[config.mk]
export PLATFORM = sky130hd
export DESIGN_NAME = software_timer_table_core
export DESIGN_NICKNAME = d
export VERILOG_FILES = /design/src/sv/stt_pkg.sv /design/src/sv/stt_front.sv /design/src/sv/stt_back.sv /design/src/sv/software_timer_table_core.sv
export SDC_FILE = /design/constraint.sdc
export NUM_CORES = 2
export LEC_CHECK = 0
export CORE_MARGIN = 5
export CORE_UTILIZATION = 25
export DETAILED_ROUTE_END_ITERATION = 10
export DONT_BUFFER_PORTS = 1
export PLACE_DENSITY_LB_ADDON = 0.12
export SYNTH_ARGS = -nofsm -noshare
export SYNTH_HDL_FRONTEND = slang
export SYNTH_SLANG_ARGS = --single-unit
export TNS_END_PERCENT = 5
[constraint.sdc]
create_clock -name i_clk -period 9.3 [get_ports i_clk]
set_clock_uncertainty 0.2 [all_clocks]
set_input_delay 0.465 -clock i_clk [delete_from_list [all_inputs] [get_ports i_clk]]
set_output_delay 0.465 -clock i_clk [all_outputs]
set_load 0.01 [all_outputs]
[src/sv/stt_pkg.sv]
// Package for the software timer table: payload structs, command and result codes.
// Used by all stt_* modules and software_timer_table_core.
package stt_pkg;
    localparam int NumTimers = 16;
    localparam int IdxW      = $clog2(NumTimers);
    localparam int MaxOut    = 16;
    localparam int CntW      = $clog2(MaxOut + 1);

    localparam logic [1:0] CMD_TICK     = 2'd0;
    localparam logic [1:0] CMD_START    = 2'd1;
    localparam logic [1:0] CMD_STOP     = 2'd2;
    localparam logic [1:0] CMD_STOP_ALL = 2'd3;

    localparam logic [1:0] KIND_EXPIRED = 2'd0;
    localparam logic [1:0] KIND_STARTED = 2'd1;
    localparam logic [1:0] KIND_FULL    = 2'd2;

    typedef struct packed {
        logic [1:0]         cmd;
        logic [7:0]         owner_id;
        logic [31:0]        timer_id;
        logic signed [31:0] user_code;
        logic [30:0]        timeout_ms;
        logic               periodic;
    } t_in;

    typedef struct packed {
        logic [1:0]         kind;
        logic [7:0]         owner_out;
        logic [31:0]        timer_id_out;
        logic signed [31:0] user_code_out;
        logic               last;
    } t_out;
endpackage

[src/sv/stt_front.sv]
// Front end: accepts items, fixes timeout zero, holds them in a two-entry queue.
// Depends on stt_pkg.
module stt_front import stt_pkg::*; (
    input  logic i_clk,
    input  logic i_rst_n,
    input  logic i_valid,
    output logic o_stall,
    input  t_in  i_data,
    output logic o_q_valid,
    input  logic i_q_take,
    output t_in  o_q_data
);
    t_in        r_q [2];
    logic [1:0] r_cnt;
    logic       r_rd;
    logic       w_push;
    t_in        w_item;

    assign o_stall   = (r_cnt == 2'd2);
    assign w_push    = i_valid && !o_stall;
    assign o_q_valid = (r_cnt != 2'd0);
    assign o_q_data  = r_q[r_rd];

    always_comb begin
        w_item = i_data;
        if (i_data.cmd == CMD_START && i_data.timeout_ms == '0) begin
            w_item.timeout_ms = 31'd1;
        end
    end

    always_ff @(posedge i_clk) begin
        if (!i_rst_n) begin
            r_cnt <= '0;
            r_rd  <= 1'b0;
        end else begin
            r_cnt <= r_cnt + {1'b0, w_push} - {1'b0, i_q_take};
            if (i_q_take) begin
                r_rd <= ~r_rd;
            end
        end
        if (w_push) begin
            r_q[r_rd ^ (r_cnt != 2'd0) ^ (r_cnt == 2'd2)] <= w_item;
        end
    end

    assert property (@(posedge i_clk) disable iff (!i_rst_n) i_q_take |-> o_q_valid)
        else $error("queue pop while empty");
    assert property (@(posedge i_clk) disable iff (!i_rst_n) r_cnt != 2'd3)
        else $error("queue count overflow");
endmodule

[src/sv/stt_back.sv]
// Back end: timer table, time counter, scan sequencer and output register.
// Depends on stt_pkg.
module stt_back import stt_pkg::*; (
    input  logic i_clk,
    input  logic i_rst_n,
    input  logic i_q_valid,
    output logic o_q_take,
    input  t_in  i_q_data,
    output logic o_valid,
    input  logic i_stall,
    output t_out o_data
);
    localparam logic [1:0] ST_IDLE = 2'd0;
    localparam logic [1:0] ST_SCAN = 2'd1;
    localparam logic [1:0] ST_EMIT = 2'd2;

    logic [NumTimers-1:0] r_valid;
    logic [7:0]           r_own   [NumTimers];
    logic [31:0]          r_id    [NumTimers];
    logic [31:0]          r_code  [NumTimers];
    logic [30:0]          r_per   [NumTimers];
    logic                 r_pflag [NumTimers];
    logic [31:0]          r_dl    [NumTimers];
    logic [15:0]          r_ord   [NumTimers];

    logic [31:0]   r_now;
    logic [15:0]   r_seq;
    logic [1:0]    r_st;
    logic [IdxW:0] r_ix;
    logic          r_found;
    logic [IdxW-1:0] r_best;
    logic [31:0]   r_bkey;
    logic [15:0]   r_bage;
    logic [CntW-1:0] r_n;
    logic          r_ov;
    t_out          r_od;
    logic [7:0]    r_p_own;
    logic [31:0]   r_p_id;
    logic [31:0]   r_p_code;

    logic          w_out_free;
    logic [IdxW-1:0] w_i, w_free;
    logic          w_any_free;
    logic [31:0]   w_key;
    logic [15:0]   w_age;
    logic          w_better;
    logic          w_scan_end;
    logic          w_more;
    logic          w_ld_start;
    logic          w_ld_exp;

    assign w_out_free = !r_ov || !i_stall;
    assign o_valid = r_ov;
    assign o_data  = r_od;
    assign o_q_take = i_q_valid && r_st == ST_IDLE && w_out_free;
    assign w_i   = r_ix[IdxW-1:0];
    assign w_key = r_dl[w_i] - r_now + 32'h8000_0000;
    assign w_age = r_seq - r_ord[w_i];
    assign w_better = r_valid[w_i] && w_key <= 32'h8000_0000 &&
        (!r_found || w_key < r_bkey || (w_key == r_bkey && w_age > r_bage));
    assign w_scan_end = (r_st == ST_SCAN) && (r_ix == (IdxW+1)'(NumTimers));
    assign w_more     = r_found && r_n != CntW'(MaxOut);
    assign w_ld_start = o_q_take && i_q_data.cmd == CMD_START;
    assign w_ld_exp   = w_scan_end && r_n != '0 && w_out_free;

    always_comb begin
        w_free = '0;
        w_any_free = 1'b0;
        for (int k = NumTimers - 1; k >= 0; k--) begin
            if (!r_valid[k]) begin
                w_free = k[IdxW-1:0];
                w_any_free = 1'b1;
            end
        end
    end

    always_ff @(posedge i_clk) begin
        if (!i_rst_n) begin
            r_valid <= '0;
            r_now   <= '0;
            r_seq   <= '0;
            r_st    <= ST_IDLE;
            r_ov    <= 1'b0;
            r_found <= 1'b0;
            r_ix    <= '0;
            r_n     <= '0;
        end else begin
            r_ov <= w_ld_start || w_ld_exp || (r_ov && i_stall);
            unique case (r_st)
                ST_IDLE: begin
                    if (o_q_take) begin
                        unique case (i_q_data.cmd)
                            CMD_TICK: begin
                                r_now   <= r_now + 32'd1;
                                r_st    <= ST_SCAN;
                                r_ix    <= '0;
                                r_found <= 1'b0;
                                r_n     <= '0;
                            end
                            CMD_START: begin
                                r_od.owner_out     <= i_q_data.owner_id;
                                r_od.timer_id_out  <= i_q_data.timer_id;
                                r_od.user_code_out <= i_q_data.user_code;
                                r_od.last          <= 1'b1;
                                if (w_any_free) begin
                                    r_od.kind <= KIND_STARTED;
                                    r_valid[w_free] <= 1'b1;
                                    r_own[w_free]   <= i_q_data.owner_id;
                                    r_id[w_free]    <= i_q_data.timer_id;
                                    r_code[w_free]  <= i_q_data.user_code;
                                    r_per[w_free]   <= i_q_data.timeout_ms;
                                    r_pflag[w_free] <= i_q_data.periodic;
                                    r_dl[w_free]    <= r_now +
                                                       {1'b0, i_q_data.timeout_ms};
                                    r_ord[w_free]   <= r_seq;
                                    r_seq           <= r_seq + 16'd1;
                                end else begin
                                    r_od.kind <= KIND_FULL;
                                end
                            end
                            default: begin
                                for (int k = 0; k < NumTimers; k++) begin
                                    if (r_valid[k] && r_own[k] == i_q_data.owner_id &&
                                        (i_q_data.cmd == CMD_STOP_ALL ||
                                         (r_id[k] == i_q_data.timer_id &&
                                          (i_q_data.user_code == '0 ||
                                           r_code[k] == i_q_data.user_code)))) begin
                                        r_valid[k] <= 1'b0;
                                    end
                                end
                            end
                        endcase
                    end
                end
                ST_SCAN: begin
                    if (w_scan_end) begin
                        // parked result goes out once the rescan tells if it is the last
                        if (r_n == '0 || w_out_free) begin
                            if (r_n != '0) begin
                                r_od.kind          <= KIND_EXPIRED;
                                r_od.owner_out     <= r_p_own;
                                r_od.timer_id_out  <= r_p_id;
                                r_od.user_code_out <= r_p_code;
                                r_od.last          <= !w_more;
                            end
                            r_st <= w_more ? ST_EMIT : ST_IDLE;
                        end
                    end else begin
                        if (w_better) begin
                            r_found <= 1'b1;
                            r_best  <= w_i;
                            r_bkey  <= w_key;
                            r_bage  <= w_age;
                        end
                        r_ix <= r_ix + 1'b1;
                    end
                end
                ST_EMIT: begin
                    r_p_own  <= r_own[r_best];
                    r_p_id   <= r_id[r_best];
                    r_p_code <= r_code[r_best];
                    r_n <= r_n + 1'b1;
                    if (r_pflag[r_best]) begin
                        r_dl[r_best]  <= r_dl[r_best] + {1'b0, r_per[r_best]};
                        r_ord[r_best] <= r_seq;
                        r_seq         <= r_seq + 16'd1;
                    end else begin
                        r_valid[r_best] <= 1'b0;
                    end
                    r_st    <= ST_SCAN;
                    r_ix    <= '0;
                    r_found <= 1'b0;
                end
                default: r_st <= ST_IDLE;
            endcase
        end
    end

    assert property (@(posedge i_clk) disable iff (!i_rst_n)
        (r_st == ST_SCAN) |-> !o_q_take)
        else $error("item taken during scan");
    assert property (@(posedge i_clk) disable iff (!i_rst_n)
        (r_st == ST_EMIT) |-> r_found)
        else $error("emit without due entry");
    assert property (@(posedge i_clk) disable iff (!i_rst_n)
        (o_valid && i_stall) |=> (o_valid && $stable(o_data)))
        else $error("stalled result changed");
endmodule

[src/sv/software_timer_table_core.sv]
// Top level of the software timer table: front queue feeding the table engine.
// Depends on stt_pkg, stt_front, stt_back.
//  channel | valid   | stall   | payload
//  in      | i_valid | o_stall | i_data (t_in)
//  out     | o_valid | i_stall | o_data (t_out)
// Start and stop pass through the queue and are handled by the idle engine; a tick
// is taken and scans every entry, and each expiry adds an emit step plus a rescan.
// Each expiry is parked one scan until its last flag is known; a scan end with a
// parked result waits while the output register is stalled.
// Reset clears the table valid bits, time and sequence counters synchronously.
// Input is stalled only when the two-entry queue is full.
module software_timer_table_core import stt_pkg::*; (
    input  logic i_clk,
    input  logic i_rst_n,
    input  logic i_valid,
    output logic o_stall,
    input  t_in  i_data,
    output logic o_valid,
    input  logic i_stall,
    output t_out o_data
);
    logic w_qv, w_take;
    t_in  w_qd;

    stt_front u_front (
        .i_clk, .i_rst_n, .i_valid, .o_stall, .i_data,
        .o_q_valid(w_qv), .i_q_take(w_take), .o_q_data(w_qd)
    );

    stt_back u_back (
        .i_clk, .i_rst_n, .i_q_valid(w_qv), .o_q_take(w_take), .i_q_data(w_qd),
        .o_valid, .i_stall, .o_data
    );
endmodule
==> reports/results.txt <==
status -> finished with violations
failing checks -> max-capacitance violations
biggest cell delay along the critical path -> 570 ps
largest net degree at the start of global routing -> 80
Worst-Skew Late Latency -> 1000 ps
#FFs+latches synth -> 2,933
Initial Util -> 25.0%
adder and majority gate portion of the synthesized area -> 1.83%
Reg area -> 87,200 um2
DR WL/cell -> 34.0 um
H-tree depth -> 5
CP Data Arrival Time -> 8700 ps
syn_area_per_cell -> 17.5 um2
clock network power share -> 33.3%
hpwl dp -> 362,000 um
number of port buffers -> 0
total number of vias -> 75,420
FFs w/ async S/R, synth -> 0%
final setup violation count -> 0
Critical Path End Type -> register
WHS -> 74.6 ps
max-cap violations -> 1
CP dominant cell by count -> ha_1
fin nets -> 8,394
area share of and/or/nand/nor cells after synthesis -> 4.06%
Synth Area in XOR/XNOR -> 8.48%
first-pass GRT wire length -> 711,000 um
Clock Pin Slew Worst Setup and Hold Paths -> 50 ps
Internal -> 27,400 uW
dominant cell type by area after synthesis -> edfxtp_1
layout cells sized above 1 -> 22.4%
unrepaired setup endpoints after global routing -> false
Post-synth EDFFs -> 2,843
Final Cycle Share -> 86.6%
DRC -> 0
Yosys top cell area share -> 63.6%
Crit Path Max Fanout -> 50
mux cell area share after synthesis -> 16.5%
top post-synthesis cells by area -> edfxtp_1 (64%), mux4_2 (16%), xnor2_1 (4.6%)
Relative slew margins -> 0.932%
Worst-Margin Slew -> 1470 ps
Num Clock Sinks -> 2,933
switching power -> 14,200 uW
top cells by count, synth -> edfxtp_1 (2,843), mux4_2 (925), xnor2_1 (699), xor2_1 (597)
post-route ant nets -> 0
Post-Synthesis Cells -> 7,669
TritonRoute pass-1 iters -> 6
Site Rows -> 269
critical-path cell with the highest stage delay -> mux4_2
Worst VDD drop -> 0.000171 V
syn_nets -> 7,972
largest family of logic cells by synthesized area -> multiplexers
Post-Route WL -> 529,000 um
Fill cells -> 52,671
power density over cell area -> 262 nW/um2
Fin. Hold Viols -> 0
crit path time final -> 8060 ps
layout overhead on the synthesized area -> 18.2%
setup TNS -> 0 ps
Gate power share -> 26.9%
Die Y -> 743 um
synthesized area -> 134,000 um2
Die W -> 743 um
switch share -> 34.0%
area of the multi-input gates -> 46,000 um2
reg2reg setup slack -> 1240 ps
crit-path cells -> buf_12 > mux4_2 > mux4_2 > ha_1 > ha_1 > fa_1 > a21o_1 > a21oi_1 > o31a_1 > o22ai_1 > a31oi_1 > o21ai_0 > xnor2_1 > inv_1 > ha_1 > nand3_1 > nor2_1 > nand2_1 > or3_1 > nor4_2 > nor2_1 > a2111oi_4 > buf_4 > mux2_2
Static Leak -> 0.0496 uW
grt ovf -> 0
worst setup path class -> reg2reg
CORE AREA -> 536,000 um2
library cells used by synthesis -> 80
vias per cell -> 4.85
YS warnings -> 0
I/O pins -> 187
Num CTS Buffers -> 351
Clock Tree Buf Depth -> 4
Clock Root Buffer -> clkbuf_16
ys flop type -> edfxtp_1
initial antenna violation count -> 31
crit start category -> register
routability cong. -> 0.900
Slew Limit Fails -> 0
vias in the first global route -> 78,481
Compound-Gate Fraction of Synth Area -> 2.44%
sequential power share -> 39.8%
post-CTS setup buffers -> 0
1st-iter DRT viols -> 7,199
die area -> 552,000 um2
post-synthesis sequential area ratio -> 64.9%
Total GRT Usage -> 18.7%
most frequent cell after synthesis -> edfxtp_1
WP data required -> 9940 ps
worst hold path type -> in2reg
TritonCTS clock tree -> yes
Peak Freq -> 124 MHz
==> worst paths after layout <==
kind | from | end | depth (start not counted)
max | register | register | 24
min | i_data[2] | u_front.r_q[1][2]$_DFFE_PP_ | 1
max reg2reg | register | register | 24
min reg2reg | u_back.r_n[1]$_SDFFE_PN0P_ | u_back.r_n[1]$_SDFFE_PN0P_ | 2
==> area by class of cell <==
type | count | area share (%)
Antenna cell | 8 | 0.0126
Clock buffer | 446 | 5.89
Clock inverter | 193 | 1.25
Inverter | 215 | 0.509
Multi-Input combinational cell | 4110 | 28.9
Sequential cell | 2933 | 54.9
Tap cell | 7181 | 5.66
Timing Repair Buffer | 480 | 2.81
==> sequential cells by signal (all words and copies together), names as in the netlist, 32 cells and up, named ones only <==
signal,cells
u_back.r_p_code,32
u_back.r_bkey,32
u_back.o_data,75
u_back.r_code,512
u_back.r_dl,512
u_back.r_ord,256
u_back.r_per,496
u_back.r_p_id,32
u_front.r_q,212
u_back.r_own,128
u_back.r_id,512
u_back.r_now,32
==> placed cells by master (no fill, tap or decap), drive strengths merged, types with 189 or more instances in the layout <==
master and count:
nor2 259, nand4 200, mux4 925, inv 227, dlygate4sd3 205, a21oi 191
xnor2 700, nor4 199, clkbuf 446, buf 275, ha 189, xor2 597
edfxtp 2843
==> worst max-delay path, delay by kind of cell, from the launching register on <==
kind                     cells  cell delay (ps)
buffers and inverters        3             1000
multiplexers                 3             1440
flip-flops                   1              520
XOR/XNOR                     1              180
adder cells (fa/ha/maj)      4             1380
AO/OA/AOI/OAI                7             1900
AND/OR/NAND/NOR              6             1090
==> what timing repair did <==
action / CTS / global route
endpoints found under the hold margin: 325 / 0
resized for setup: 0 / 0
hold buffers: 205 / 0
==> per-stage QoR <==
step	area, um2	setup WS, ps	utilization, %	power [uW]	cells
CTS	159000	1250	29.6	42100	15558
global placement	145000	1200	27.1	28100	14714
detailed placement	145000	1290	27.1	28000	14714
finish	159000	1240	29.6	41600	15566
floorplan	134000	56.5	-	22500	7669
global route	159000	785	29.6	43100	15560
==> power by group through the flow <==
| stage | logic, uW | clock network [uW] | registers [uW] |
|---|---|---|---|
| final | 11200 | 13800 | 16600 |
| after global routing | 11700 | 14800 | 16600 |
| after CTS | 11300 | 14200 | 16600 |
| after detailed placement | 11200 | 0 | 16900 |
| after global placement | 11200 | 0 | 16900 |
| after floorplan | 5750 | 0 | 16700 |
==> metal layers <==
layer	up-vias	track usage (%)	part of all wire [%]
li1	31440	-	-
met1	40954	25.3	44
met2	2413	31.4	48
met3	601	2.90	5.4
met4	12	4.63	2.8
met5	-	0	0.015
==> cell families after synthesis <==
kind of cell / count (synthesis)
AO/OA/AOI/OAI: 522
XOR/XNOR: 1298
adder cells (fa/ha/maj): 194
buffers and inverters: 626
flip-flops: 2933
multiplexers: 1051
AND/OR/NAND/NOR: 1045
Power figures use the tool's default switching activity.
